$ cat src/hdl/sliding_window_median_macros.svh
// Assertion macros for the sliding window median block.
// Needs clk and rst_n in the scope of each use; no other dependencies.
`ifndef SLIDING_WINDOW_MEDIAN_MACROS_SVH
`define SLIDING_WINDOW_MEDIAN_MACROS_SVH

`ifndef SYNTHESIS

// same-cycle implication, checked outside reset
`define SWM_ASSERT_IMP(lbl, ante, cons, msg) \
  lbl: assert property (@(posedge clk) disable iff (!rst_n) (ante) |-> (cons)) \
    else $error(msg);

// next-cycle implication, checked outside reset
`define SWM_ASSERT_NXT(lbl, ante, cons, msg) \
  lbl: assert property (@(posedge clk) disable iff (!rst_n) (ante) |=> (cons)) \
    else $error(msg);

`else

`define SWM_ASSERT_IMP(lbl, ante, cons, msg)
`define SWM_ASSERT_NXT(lbl, ante, cons, msg)

`endif

`endif

$ cat src/hdl/swm_pkg.sv
// Shared constants and types for the sliding window median block.
// No dependencies; used by the interfaces, the sorting cell and the top level.
`default_nettype none

package swm_pkg;

  // default sizes
  localparam int SWM_WINDOW_MAX  = 64;
  localparam int SWM_SAMPLE_BITS = 32;
  localparam int SWM_CFG_W       = 7;

  // per-cell flags seen by both neighbors
  typedef struct packed {
    logic valid;  // cell holds a window sample
    logic lt_x;   // value below the sample leaving (or nothing leaves)
    logic gt_n;   // value above the sample arriving
  } swm_link_t;

  // broadcast control for the cell row
  typedef struct packed {
    logic en;      // a transaction updates the row this cycle
    logic remove;  // the oldest sample leaves the window
  } swm_ctrl_t;

endpackage

`default_nettype wire

$ cat src/hdl/swm_ring.sv
// Arrival-order sample ring: one write port, one prefetching read port.
// Read data is registered; a write to the address being fetched is forwarded.
// Depends on swm_pkg for the default depth and data width.
`default_nettype none

module swm_ring #(
  parameter int DEPTH  = swm_pkg::SWM_WINDOW_MAX,
  parameter int DATA_W = swm_pkg::SWM_SAMPLE_BITS,
  localparam int IDX_W = (DEPTH > 1) ? $clog2(DEPTH) : 1
) (
  input  wire logic              clk,
  input  wire logic              we,
  input  wire logic [IDX_W-1:0]  waddr,
  input  wire logic [DATA_W-1:0] wdata,
  input  wire logic [IDX_W-1:0]  raddr,
  output logic      [DATA_W-1:0] rdata_r
);

  logic [DATA_W-1:0] mem [DEPTH];

  // write port
  always_ff @(posedge clk) begin
    if (we) begin
      mem[waddr] <= wdata;
    end
  end

  // read port with write-through for the same slot
  always_ff @(posedge clk) begin
    if (we && (waddr == raddr)) begin
      rdata_r <= wdata;
    end else begin
      rdata_r <= mem[raddr];
    end
  end

endmodule

`default_nettype wire

$ cat config.mk
export PLATFORM = sky130hd
export DESIGN_NAME = swm_ring
export DESIGN_NICKNAME = d
export VERILOG_FILES = /design/src/hdl/sliding_window_median_macros.svh /design/src/hdl/swm_pkg.sv /design/src/hdl/swm_ring.sv
export SDC_FILE = /design/constraint.sdc
export NUM_CORES = 2
export LEC_CHECK = 0
export ABC_AREA = 1
export BUFFER_PORTS_ARGS = -buffer_cell sky130_fd_sc_hd__buf_2
export CAP_MARGIN = 10
export CORE_UTILIZATION = 30
export DETAILED_ROUTE_END_ITERATION = 8
export PLACE_DENSITY = 0.48
export SYNTH_ARGS = -nofsm -noshare
export SYNTH_HDL_FRONTEND = slang
export SYNTH_SLANG_ARGS = --single-unit
export TNS_END_PERCENT = 100
$ cat constraint.sdc
create_clock -name clk -period 6.9 [get_ports clk]
set_input_delay 0.345 -clock clk [delete_from_list [all_inputs] [get_ports clk]]
set_output_delay 0.345 -clock clk [all_outputs]
set_load 0.02 [all_outputs]
==> impl_results.md <==
- Outcome: finished, final reports clean
- Max_slew headroom: 18.6%
- Synth Area per Inst: 12.2 µm²
- Primary FF master, synth: edfxtp_1
- Hold Vio Cnt, Final: 0
- Core area: 0.272 mm²
- Regs by FF count: mem (2048)
- Final setup viols: 0
- Tot Pwr: 26,800 µW
- Slew Viols, Final: 0
- Crit-path max cell delay: 0.62 ns
- VDD IR max: 232 µV
- Slowest CP cell: inv_16
- Bufs and invs on worst path: 3
- WS Path Type: reg2out
- Port buffer count: 77
- Register area: 0.0616 mm²
- Placer Congestion: 0.799
- Setup TNS: 0 ns
- Synth Instances: 6,743
- Layout Nets: 6,785
- Routed WL: 264,000 µm
- IO Pins: 78
- CTS tree: done
- Worst-path cell chain: inv_16 > buf_12 > nand2_1 > nand3_1 > nand3_1 > nand3_1 > nand3_1 > nand2_1 > nand2_1 > nand2_1 > buf_2
- Worst min path class: in2reg
- Maximum net fanout on the critical path: 195
- Largest register by flop count: mem
- WL/cell: 25.2 µm
- # rows: 191
- Initial DRC count: 5,582
- CP delay by family, top: simple AND/OR/NAND/NOR gates
- Die width: 526 µm
- Min Clock Period, post-route: 5.20 ns
- Routed Antenna Nets: 0
- CTS root buf: clkbuf_16
- Remaining routing DRC violations: 0
- Largest register FFs: 2,048
- Pwr per Cell Area: 286 mW/mm²
- Crit path launch type: flip-flop
- Synth Warn #: 0
- First-pass GRT wire length: 376,000 µm
- Async S/R FF share, synth: 0%
- Cell Area, Synth: 0.0822 mm²
- Clock slew at reported path FFs: 0.06 ns
- Via/cell ratio: 5.08
- Via count: 53,300
- CTS Hold Bufs: 7
- Largest net degree at the start of global routing: 209
- Crit end category: output port
- Starting density of the core: 30.3%
- Die Y-Extent: 526 µm
- Layout cells sized above 1: 8.35%
- Area of the multi-input gates: 0.0188 mm²
- Die ar.: 0.276 mm²
- Initial antenna violation count: 23
- Fillers: 26,400
- CTS buffer count: 216
- Maximum clock path buffer count: 3
- Period utilization: 75.4%
- Setup WS post-layout: 1.70 ns
- RSZ-0062 raised after global routing: no
- Final Cell Area: 0.0935 mm²
- Gr usage total: 18.7%
- Netlist cell types: 16
- Drt first pass iters: 8
- EDFF count, synth: 2,048
- CP required: 6.55 ns
- Max Freq: 0.192 GHz
- Placed inst area: 0.0866 mm²
- Register bit count reported by yosys: 2,054
- Post-synthesis sequential area ratio: 74.9%
- PostCTS Resize Cnt: 0
- H-Tree Depth: 4
- Total gr overflow: 0
- Vias in the first global route: 50,200
- Area added between synthesis and finish: 13.7%
- Pleak: 0.0321 µW
- Post-synthesis net count: 6,789
- Pre-CTS setup slack: 2.73 ns
- Max-Cap Viols: 0
- Arr. time, crit path: 4.86 ns
- Sink Count: 2,054
- Post-CTS Setup Repair Bufs: 0
- Worst-margin pin slew: 1.22 ns
- DP HPWL: 126,000 µm
## synthesized netlist by cell type (3+ instances only)
library cell  number  area share (%)
nand2_1         2248              10
edfxtp_1        2048              75
nand3_1         1907              12
buf_2            282             1.7
clkbuf_1          77            0.35
nor2_1            56            0.26
buf_4             45            0.41
buf_1             40            0.18
inv_1              9           0.041
nand4_1            9           0.068
nor4_1             8           0.061
dfxtp_1            6            0.15
buf_6              3           0.041
## cell type report
cell class              count  share of cell area [%]
diodes                      9                  0.0241
clock buffers             262                    5.97
clock inverters           130                    1.27
inverters                  12                  0.0870
multi-input cells        4228                    20.1
flip-flops and latches   2054                    65.9
well taps                3570                    4.78
repair buffers            227                    1.86
## per-stage QoR
stage          hold WS (ns)  utilization [%]  cells
4_1_cts              0.0297             34.4  10500
5_1_grt              0.0756             34.4  10500
2_1_floorplan         0.373                -   6743
3_5_place_dp          0.450             31.9  10100
3_3_place_gp          0.450             31.9  10100
6_report             0.0877             34.4  10500
## placed cells by master, fill, tap and decap left out, drive strengths merged
master / netlist / routed
buf: 372 / 220
bufinv: 0 / 12
clkbuf: 77 / 262
clkinv: 0 / 110
dfxtp: 6 / 6
diode: 0 / 9
dlygate4sd3: 0 / 7
edfxtp: 2048 / 2048
inv: 12 / 20
nand2: 2248 / 2248
nand3: 1907 / 1907
nand4: 9 / 9
nor2: 56 / 56
nor4: 8 / 8
## per-layer routing
metal	vias to the layer above	routed length (µm)	global-route usage, %
met5	-	39	0
met4	6	8610	6.52
met3	341	15400	2.45
met2	1746	123000	29.8
met1	27100	117000	26.2
li1	24000	-	-
## cell families after synthesis
logic type             synth area share [%]
flip-flops                             74.9
AND/OR/NAND/NOR                        22.3
buffers and inverters                  2.80
## worst paths after layout
path	from	to	slack (ns)	cells after the start
worst max-delay path	flip-flop	rdata_r[11]	1.70	11
worst min-delay path	wdata[9]	mem[59][9]$_DFFE_PP_	0.09	1
## where the power goes
part           internal, µW  switching, µW
logic                   369           1320
registers             13800           35.6
clock network          6220           5020
total                 20400           6370
No activity file was read; power rests on OpenSTA's default activity.
