## src/hdl/sliding_window_median_macros.svh

```systemverilog
// Assertion macros for the sliding window median block.
// Needs clk and rst_n in the scope of each use; no other dependencies.
`ifndef SLIDING_WINDOW_MEDIAN_MACROS_SVH
`define SLIDING_WINDOW_MEDIAN_MACROS_SVH

`ifndef SYNTHESIS

// same-cycle implication, checked outside reset
`define SWM_ASSERT_IMP(lbl, ante, cons, msg) \
  lbl: assert property (@(posedge clk) disable iff (!rst_n) (ante) |-> (cons)) \
    else $error(msg);

// next-cycle implication, checked outside reset
`define SWM_ASSERT_NXT(lbl, ante, cons, msg) \
  lbl: assert property (@(posedge clk) disable iff (!rst_n) (ante) |=> (cons)) \
    else $error(msg);

`else

`define SWM_ASSERT_IMP(lbl, ante, cons, msg)
`define SWM_ASSERT_NXT(lbl, ante, cons, msg)

`endif

`endif

```

## src/hdl/swm_pkg.sv

```systemverilog
// Shared constants and types for the sliding window median block.
// No dependencies; used by the interfaces, the sorting cell and the top level.
`default_nettype none

package swm_pkg;

  // default sizes
  localparam int SWM_WINDOW_MAX  = 64;
  localparam int SWM_SAMPLE_BITS = 32;
  localparam int SWM_CFG_W       = 7;

  // per-cell flags seen by both neighbors
  typedef struct packed {
    logic valid;  // cell holds a window sample
    logic lt_x;   // value below the sample leaving (or nothing leaves)
    logic gt_n;   // value above the sample arriving
  } swm_link_t;

  // broadcast control for the cell row
  typedef struct packed {
    logic en;      // a transaction updates the row this cycle
    logic remove;  // the oldest sample leaves the window
  } swm_ctrl_t;

endpackage

`default_nettype wire

```

## src/hdl/swm_cell.sv

```systemverilog
// One cell of the sorted row: holds one window sample in ascending position.
// Depends on swm_pkg; talks only to its two neighbors and the broadcast bus.
`default_nettype none

module swm_cell #(
  parameter int SAMPLE_BITS = swm_pkg::SWM_SAMPLE_BITS,
  parameter int WINDOW_MAX  = swm_pkg::SWM_WINDOW_MAX,
  parameter int IDX         = 0,
  localparam int CNT_W      = $clog2(WINDOW_MAX + 1),
  localparam int IDX_W      = (WINDOW_MAX > 1) ? $clog2(WINDOW_MAX) : 1
) (
  input  wire logic                          clk,
  input  wire swm_pkg::swm_ctrl_t            ctrl,
  input  wire logic signed [SAMPLE_BITS-1:0] new_key,
  input  wire logic signed [SAMPLE_BITS-1:0] old_key,
  input  wire logic        [CNT_W-1:0]       fill_eff,
  input  wire logic        [CNT_W-1:0]       fill_new,
  input  wire logic        [IDX_W-1:0]       mid,
  input  wire swm_pkg::swm_link_t            left_link,
  input  wire logic signed [SAMPLE_BITS-1:0] left_val,
  input  wire swm_pkg::swm_link_t            right_link,
  input  wire logic signed [SAMPLE_BITS-1:0] right_val,
  output swm_pkg::swm_link_t                 link,
  output logic signed [SAMPLE_BITS-1:0]      val_r,
  output logic signed [SAMPLE_BITS-1:0]      mid_val
);

  logic                          valid;
  logic                          live;
  logic                          take_left;
  logic                          take_self;
  logic                          take_right;
  logic signed [SAMPLE_BITS-1:0] val_nxt;

  // position flags; lt_x is monotone over the row, so it marks the leaving slot
  assign valid = CNT_W'(IDX) < fill_eff;
  assign live  = CNT_W'(IDX) < fill_new;
  assign link.valid = valid;
  assign link.lt_x  = !ctrl.remove || (val_r < old_key);
  assign link.gt_n  = val_r > new_key;

  // which element lands here: shifted right past the new sample, kept,
  // or shifted left over the removed one; the one free slot takes the new sample
  assign take_left  = left_link.valid && left_link.lt_x && left_link.gt_n;
  assign take_self  = valid && ((link.lt_x && !link.gt_n) ||
                                (!link.lt_x && !left_link.lt_x && link.gt_n));
  assign take_right = right_link.valid && !link.lt_x && !right_link.gt_n;

  always_comb begin
    val_nxt = val_r;
    if (ctrl.en && live) begin
      if (take_left) begin
        val_nxt = left_val;
      end else if (take_self) begin
        val_nxt = val_r;
      end else if (take_right) begin
        val_nxt = right_val;
      end else begin
        val_nxt = new_key;
      end
    end
  end

  always_ff @(posedge clk) begin
    val_r <= val_nxt;
  end

  // median tap, zero unless this is the median position
  assign mid_val = (IDX_W'(IDX) == mid) ? val_r : '0;

endmodule

`default_nettype wire

```

## config.mk

```make
export PLATFORM = sky130hd
export DESIGN_NAME = swm_cell
export DESIGN_NICKNAME = d
export VERILOG_FILES = /design/src/hdl/sliding_window_median_macros.svh /design/src/hdl/swm_pkg.sv /design/src/hdl/swm_cell.sv
export SDC_FILE = /design/constraint.sdc
export NUM_CORES = 1
export LEC_CHECK = 0
export CAP_MARGIN = 20
export CORE_AREA = 2 2 88 90
export CTS_CLUSTER_DIAMETER = 100
export DETAILED_ROUTE_END_ITERATION = 8
export DIE_AREA = 0 0 90 92
export DONT_BUFFER_PORTS = 1
export SKIP_LAST_GASP = 1
export SYNTH_ARGS = -nofsm -noshare
export SYNTH_HDL_FRONTEND = slang
export SYNTH_SLANG_ARGS = --single-unit
```

## constraint.sdc

```tcl
create_clock -name clk -period 6.5 [get_ports clk]
set_clock_uncertainty 0.1 [all_clocks]
set_input_delay 0.325 -clock clk [delete_from_list [all_inputs] [get_ports clk]]
set_output_delay 0.325 -clock clk [all_outputs]
set_load 0.01 [all_outputs]
```

==> flow_summary.toml, run 1 <==
[critical_path]
crit_path_start_kind = "flop"
path_class = "reg -> reg"
worstPathMaxFanout = 17
worst_ep_arrival_time_ns = 3.79
crit_required_ns = 6.44
cp-end-kind = "flop"

[cts]
cts-resized-gates = 0
clk_latency_ns = 0.29
numCtsBuffers = 5
clk_pin_slew_ns = 0.08
htree_levels = 2
cts_tree = "done"
clock_tree.root_cell = "clkbuf_8"
numClockSinks = 32
cts-hold-fix-buffers = 0
cts_buffer_depth = 2
cts_setup_buffers = 0

[pwr]
power_density_nw_per_um2 = 180
ir_worst_vdd_v = 0.0000979
p_leak_nw = 1.92
p_total_mw = 0.679

[global_route]
grt_usage_pct = 22.1
grt_pass1_wl_um = 14400
grt_max_degree = 66
overflow = 0
antenna_found_initial = 0
grt_pass1_vias = 2869

[floorplanning]
initial_core_util_pct = 48.1
die_area_um2 = 8280
ios = 224
core_area_um2 = 7450
rows = 32
die_w_um = 90
die_h_um = 92

[cells_and_area]
regMostFlops = "val_r"
fin_area_um2 = 3760
reg.largest.list = "val_r x32"
stdcell_count = 514
synthToLayoutAreaGrowth_pct = 4.99
largest_reg_flops = 32
fillers = 715
drive_gt1_share_pct = 4.13
num_antenna_cells = 0
layout.nets = 631

[run]
cap_violations = 0

[drt]
dr.pass1.iters = 4
viasPerCell = 5.72
drc_errors = 0
vias = 2941
drtIter0Drc = 63
totalWireLength_um = 9530
ant_nets = 0
post_drt_wl_per_cell_um = 18.5

[yosys]
synth_ff_type = "edfxtp_1"
synthTopCellsByCount = "inv_1, ha_1, nand2_1"
syn_avg_cell_area_um2 = 8.66
synth-edff-count = 32
synth_top_cell_area_share_pct = 26.8
ys_ff_latch = 32
synth.most_common_cell = "inv_1"
yosys_warnings = 0
netlist_area_um2 = 3580
async_flop_share_pct = 0
syn_nets = 634
synth_cells = 414
synth.distinct_cells = 41
synth_area_leaders = "edfxtp_1, ha_1, mux2i_1, inv_1, and2_1"
ys_seq_area_share_pct = 26.8
synth_top_area_cell = "edfxtp_1"

[timing]
tns_ns = 0
finalSetupViolations = 0
holdWs_ns = 0.130
rsz0062_at_grt = "false"
fmax_ghz = 0.259
finalCriticalPeriod_ns = 3.85
tightest_slew_ns = 0.799
slew_violations = 0
relSlewSlack_pct = 46.7
final-hold-violation-count = 0
fin_crit_sh_pct = 59.3

[place]
port_buffers = 0
place_area_um2 = 3660
finalWeightedCongestion = 0.756
dp_cells = 505
place_hpwl_um = 7870

[worst_hold_path]
hold_class = "in -> reg"

[outcome]
outcome = "finished clean"
## per-layer routing
| layer | vias up | part of all wire, % | track usage [%] |
|---|---|---|---|
| met5 | - | 0 | 0 |
| met2 | 144 | 51 | 40.4 |
| met4 | 0 | 0.78 | 5.00 |
| met3 | 5 | 7.3 | 5.67 |
| met1 | 1335 | 41 | 26.1 |
| li1 | 1457 | - | - |
## report_power, final
group | switching [mW] | leakage (nW) | internal (mW) | total (mW)
logic | 0.120 | 1.57 | 0.0928 | 0.212
registers | 0.0457 | 0.307 | 0.266 | 0.312
clock network | 0.0798 | 0.0399 | 0.0747 | 0.154
## final cells by class
class | count | area [µm²] | area share, %
multi-input cells | 302 | 2300 | 61.2
flip-flops and latches | 32 | 961 | 25.5
inverters | 66 | 248 | 6.58
well taps | 102 | 128 | 3.39
clock buffers | 7 | 76.3 | 2.03
repair buffers | 4 | 42.5 | 1.13
clock inverters | 1 | 3.75 | 0.0998
## logic make-up after synthesis
kind of cell | synth area share, %
AND/OR/NAND/NOR | 17.6
adder cells (fa/ha/maj) | 22.0
multiplexers | 8.94
buffers and inverters | 9.43
flip-flops | 26.8
AO/OA/AOI/OAI | 15.2
## worst max-delay path, cell delays in order, from the launching register on
cell and delay (ns):
edfxtp_1 0.48, ha_1 0.33, a21o_1 0.18, a221o_1 0.33, a221oi_1 0.39, o21a_1 0.18, a21oi_1 0.14, o2111ai_4 0.69
buf_4 0.44, mux2i_1 0.25, o21ai_1 0.07
## cell usage in the layout, fill, tap and decap left out, types with 2 or more instances in the layout
master / instances
clkbuf_1: 2
mux2i_1: 32
a21oi_1: 26
inv_1: 66
nor4_1: 5
a221oi_1: 3
and4_1: 5
or4_1: 2
nand4_1: 10
o211ai_1: 2
o21ai_1: 30
a21o_1: 5
and2_1: 32
edfxtp_1: 32
a221o_1: 2
buf_4: 3
nand2_1: 47
nand2b_1: 2
nor3_1: 2
o21ai_0: 10
clkbuf_8: 5
nand3_1: 5
ha_1: 63
## worst paths after layout
check / start / endpoint / slack [ns] / cells past startpoint
max: val_r[17]$_DFFE_PP_ / val_r[15]$_DFFE_PP_ / 2.65 / 10
min: left_val[19] / val_r[19]$_DFFE_PP_ / 0.13 / 2
max reg2reg: val_r[17]$_DFFE_PP_ / val_r[15]$_DFFE_PP_ / 2.65 / 10
min reg2reg: val_r[31]$_DFFE_PP_ / val_r[30]$_DFFE_PP_ / 1.62 / 5
## through the flow
stage	util [%]	setup WS (ns)
after floorplan	-	1.22
after global placement	49.2	2.63
after detailed placement	49.2	2.60
after CTS	50.3	2.59
after global routing	50.5	2.40
final	50.5	2.65
Note: power is estimated with default switching activity, not from simulation.
==> run 2, diff against run 1 <==
- clock period: 6.5 -> 3.7 ns (I/O delays scaled with it)
==> flow_summary.toml, run 2 (synthesis gave the netlist of run 1 again) <==
[outcome]
outcome = "finished clean"

[drt]
dr.pass1.iters = 4
vias = 3092
post_drt_wl_per_cell_um = 18.7
drc_errors = 0
ant_nets = 0
viasPerCell = 5.77
drtIter0Drc = 134
totalWireLength_um = 10000

[place]
finalWeightedCongestion = 0.771
port_buffers = 0
place_hpwl_um = 8120
dp_cells = 508

[cts]
cts_buffer_depth = 2
clk_pin_slew_ns = 0.07
clk_latency_ns = 0.29
numCtsBuffers = 5
numClockSinks = 32
clock_tree.root_cell = "clkbuf_8"
htree_levels = 2
cts-resized-gates = 0
cts_tree = "done"

[cells_and_area]
drive_gt1_share_pct = 4.84
stdcell_count = 536
regMostFlops = "val_r"
layout_commonest_cell = "inv_1"
synthToLayoutAreaGrowth_pct = 11.1
num_antenna_cells = 0
reg.largest.list = "val_r x32"
layout.nets = 653
final_cell_mix = "inv_1, ha_1, nand2_1"
largest_reg_flops = 32

[floorplanning]
core_area_um2 = 7450
rows = 32
die_w_um = 90
die_area_um2 = 8280
die_h_um = 92
ios = 224
initial_core_util_pct = 48.1

[timing]
slew_violations = 0
fin_crit_sh_pct = 95.0
finalSetupViolations = 0
final-hold-violation-count = 0
finalCriticalPeriod_ns = 3.52
tightest_slew_ns = 0.793
rsz0062_at_grt = "false"
fmax_ghz = 0.284
tns_ns = 0
relSlewSlack_pct = 46.8

[critical_path]
slowest_delay_ns = 0.48
r2r-end = "val_r[15]$_DFFE_PP_"
slowest_stage = "edfxtp_1"
cp_top_family = "compound AO/OA/AOI/OAI gates"
cp-end-kind = "flop"
endpoint = "val_r[15]$_DFFE_PP_"
worst_ep_arrival_time_ns = 3.41
path_cells = "ha_1 > a21o_1 > a221o_1 > a221oi_1 > o21a_1 > a21oi_1 > or2_2 > and4_1 > a211oi_4 > buf_12"
path_depth = 10
r2r_cells = 10
crit_required_ns = 3.59
r2r_slack_ns = 0.18
critPathBufInv = 1
critPathLaunch = "val_r[17]$_DFFE_PP_"
path_class = "reg -> reg"
crit_path_start_kind = "flop"
worstPathMaxFanout = 32
timing.rr.start = "val_r[17]$_DFFE_PP_"

[global_route]
grt_pass1_vias = 3033
overflow = 0
antenna_found_initial = 0
grt_usage_pct = 23.5
grt_pass1_wl_um = 15400
grt_max_degree = 39

[worst_hold_path]
hold_class = "in -> reg"
holdPathStages = 2

[pwr]
power_density_nw_per_um2 = 308
ir_worst_vdd_v = 0.000164
p_leak_nw = 2.02

[run]
cap_violations = 0
## run 2: per-layer routing
metal	up-vias	track usage, %	part of all wire [%]
li1	1506	-	-
met1	1437	28.6	41
met2	142	42.6	51
met3	7	5.26	6.9
met4	0	4.74	0.65
met5	-	0	0
## run 2: final cells by class
cell class                      instances  area (µm²)
Clock buffer                            5        68.8
Clock inverter                          3        13.8
Fill cell                             716        3470
Inverter                               66         248
Multi-Input combinational cell        302        2300
Sequential cell                        32         961
Tap cell                              102         128
Timing Repair Buffer                   26         258
## run 2: metrics by stage
step           setup WS [ns]  hold WS [ns]  util, %  instance area (µm²)  power (mW)
3_3_place_gp           0.264         0.280     49.6                 3700       0.927
6_report               0.184       0.00307     53.4                 3980        1.23
3_5_place_dp           0.206         0.283     49.6                 3700       0.943
5_1_grt               0.0828       0.00362     53.4                 3980        1.31
2_1_floorplan         0.0269         0.272        -                 3600       0.829
4_1_cts                0.187       0.00149     53.4                 3980        1.24
## run 2: worst min path at each step
| stage | start | to | slack, ns |
|---|---|---|---|
| finish | left_val[23] | val_r[23]$_DFFE_PP_ | 0.003 |
| global placement | left_val[31] | val_r[31]$_DFFE_PP_ | 0.28 |
| floorplan | left_val[0] | val_r[0]$_DFFE_PP_ | 0.27 |
| global route | left_val[28] | val_r[28]$_DFFE_PP_ | 0.004 |
| CTS | left_val[28] | val_r[28]$_DFFE_PP_ | 0.001 |
| detailed placement | left_val[31] | val_r[31]$_DFFE_PP_ | 0.28 |
## run 2: repair_timing
item	4_1_cts	5_1_grt
hold buffers	20	0
setup endpoints to repair	0	0
endpoints found under the hold margin	20	0
buffers inserted	0	0
## run 2: power by group
| part | switching [mW] | total, mW | internal (mW) |
|---|---|---|---|
| combinational | 0.221 | 0.404 | 0.183 |
| sequential | 0.0806 | 0.547 | 0.467 |
| clock | 0.146 | 0.274 | 0.128 |
==> run 3, diff against run 2 <==
- CTS_BUF_LIST: unset -> sky130_fd_sc_hd__clkbuf_4
==> flow_summary.toml, run 3 (synthesis gave the netlist of run 1 again) <==
[timing]
rsz0062_at_grt = "false"
final-hold-violation-count = 0
finalCriticalPeriod_ns = 3.51
slew_violations = 0
tightest_slew_ns = 0.874
fmax_ghz = 0.285
finalSetupViolations = 0
fin_crit_sh_pct = 94.7
tns_ns = 0
relSlewSlack_pct = 41.4

[critical_path]
worstPathMaxFanout = 32
r2r_cells = 10
cp-end-kind = "flop"
crit_required_ns = 3.64
worst_ep_arrival_time_ns = 3.45
crit_path_start_kind = "flop"
path_class = "reg -> reg"

[floorplanning]
initial_core_util_pct = 48.1
die_area_um2 = 8280
die_h_um = 92
rows = 32
core_area_um2 = 7450
die_w_um = 90
ios = 224

[global_route]
grt_usage_pct = 26.0
overflow = 0
grt_max_degree = 39
grt_pass1_vias = 3432
antenna_found_initial = 0
grt_pass1_wl_um = 17000

[drt]
dr.pass1.iters = 4
post_drt_wl_per_cell_um = 19.0
ant_nets = 0
totalWireLength_um = 11000
drtIter0Drc = 111
drc_errors = 0
viasPerCell = 5.76
vias = 3338

[cells_and_area]
regMostFlops = "val_r"
final_cell_mix = "inv_1, dlygate4sd3_1, ha_1, nand2_1"
num_antenna_cells = 0
layout_commonest_cell = "inv_1"
reg.largest.list = "val_r x32"
layout.nets = 697
largest_reg_flops = 32
drive_gt1_share_pct = 4.39
synthToLayoutAreaGrowth_pct = 22.5

[pwr]
p_leak_nw = 2.19
power_density_nw_per_um2 = 274
ir_worst_vdd_v = 0.000166
p_total_mw = 1.20

[outcome]
outcome = "finished clean"

[place]
port_buffers = 0
finalWeightedCongestion = 0.771
place_hpwl_um = 8120

[cts]
numClockSinks = 32
cts_tree = "done"
htree_levels = 2
clk_pin_slew_ns = 0.12
numCtsBuffers = 5
cts_setup_buffers = 0
cts-resized-gates = 0
clk_latency_ns = 0.35
clock_tree.root_cell = "clkbuf_4"
cts_buffer_depth = 2

[worst_hold_path]
hold_class = "in -> reg"
holdPathStages = 2

[run]
cap_violations = 0
==> run 3: path summary, 6_finish.rpt <==
kind                  startpoint                  end  slack, ns
max reg2reg  val_r[17]$_DFFE_PP_  val_r[21]$_DFFE_PP_       0.19
min reg2reg  val_r[31]$_DFFE_PP_   val_r[3]$_DFFE_PP_       1.55
min                right_val[31]  val_r[31]$_DFFE_PP_       0.01
max          val_r[17]$_DFFE_PP_  val_r[21]$_DFFE_PP_       0.19
==> run 3: layout make-up <==
type | count | area, µm²
tap | 102 | 128
multi-input combinational | 302 | 2300
clock buffer | 5 | 37.5
inverter | 66 | 248
sequential | 32 | 961
fill | 673 | 3060
timing repair buffer | 70 | 698
clock inverter | 3 | 13.8
==> run 3: timing repair <==
action | in CTS | in global routing
endpoints found under the setup margin | 0 | 0
hold buffers | 64 | 0
endpoints found under the hold margin | 32 | 0
==> run 3: metrics by stage <==
step | cell area, µm² | hold WS [ns] | util [%] | setup WS, ns | std cells
floorplan | 3600 | 0.272 | - | 0.0269 | 414
global placement | 3700 | 0.280 | 49.6 | 0.264 | 508
detailed placement | 3700 | 0.283 | 49.6 | 0.206 | 508
CTS | 4390 | 0.000781 | 58.9 | 0.179 | 580
global route | 4390 | 0.00256 | 58.9 | 0.0751 | 580
finish | 4390 | 0.0117 | 58.9 | 0.194 | 580
==> run 3: power breakdown <==
group          leakage [nW]  switching, mW  internal [mW]  total (mW)
Sequential            0.307         0.0805          0.466       0.547
Combinational          1.85          0.232          0.215       0.447
Clock                0.0324          0.141         0.0698       0.210
Total                  2.19          0.453          0.751        1.20
==> run 3: critical path: stages (launching register included) <==
cell and delay [ns]:
edfxtp_1 0.50, ha_1 0.35, a21o_1 0.19, a221o_1 0.34, a221oi_1 0.42, o21a_1 0.18, a21oi_1 0.12, or2_2 0.34
and4_1 0.21, a211oi_4 0.19, buf_12 0.25
==> run 3: per-layer routing <==
| metal | global-route usage [%] | wire (µm) | vias to the layer above |
|---|---|---|---|
| li1 | - | - | 1594 |
| met5 | 0 | 0 | - |
| met4 | 6.79 | 205 | 0 |
| met3 | 6.08 | 781 | 20 |
| met1 | 30.2 | 4320 | 1551 |
| met2 | 48.1 | 5690 | 173 |
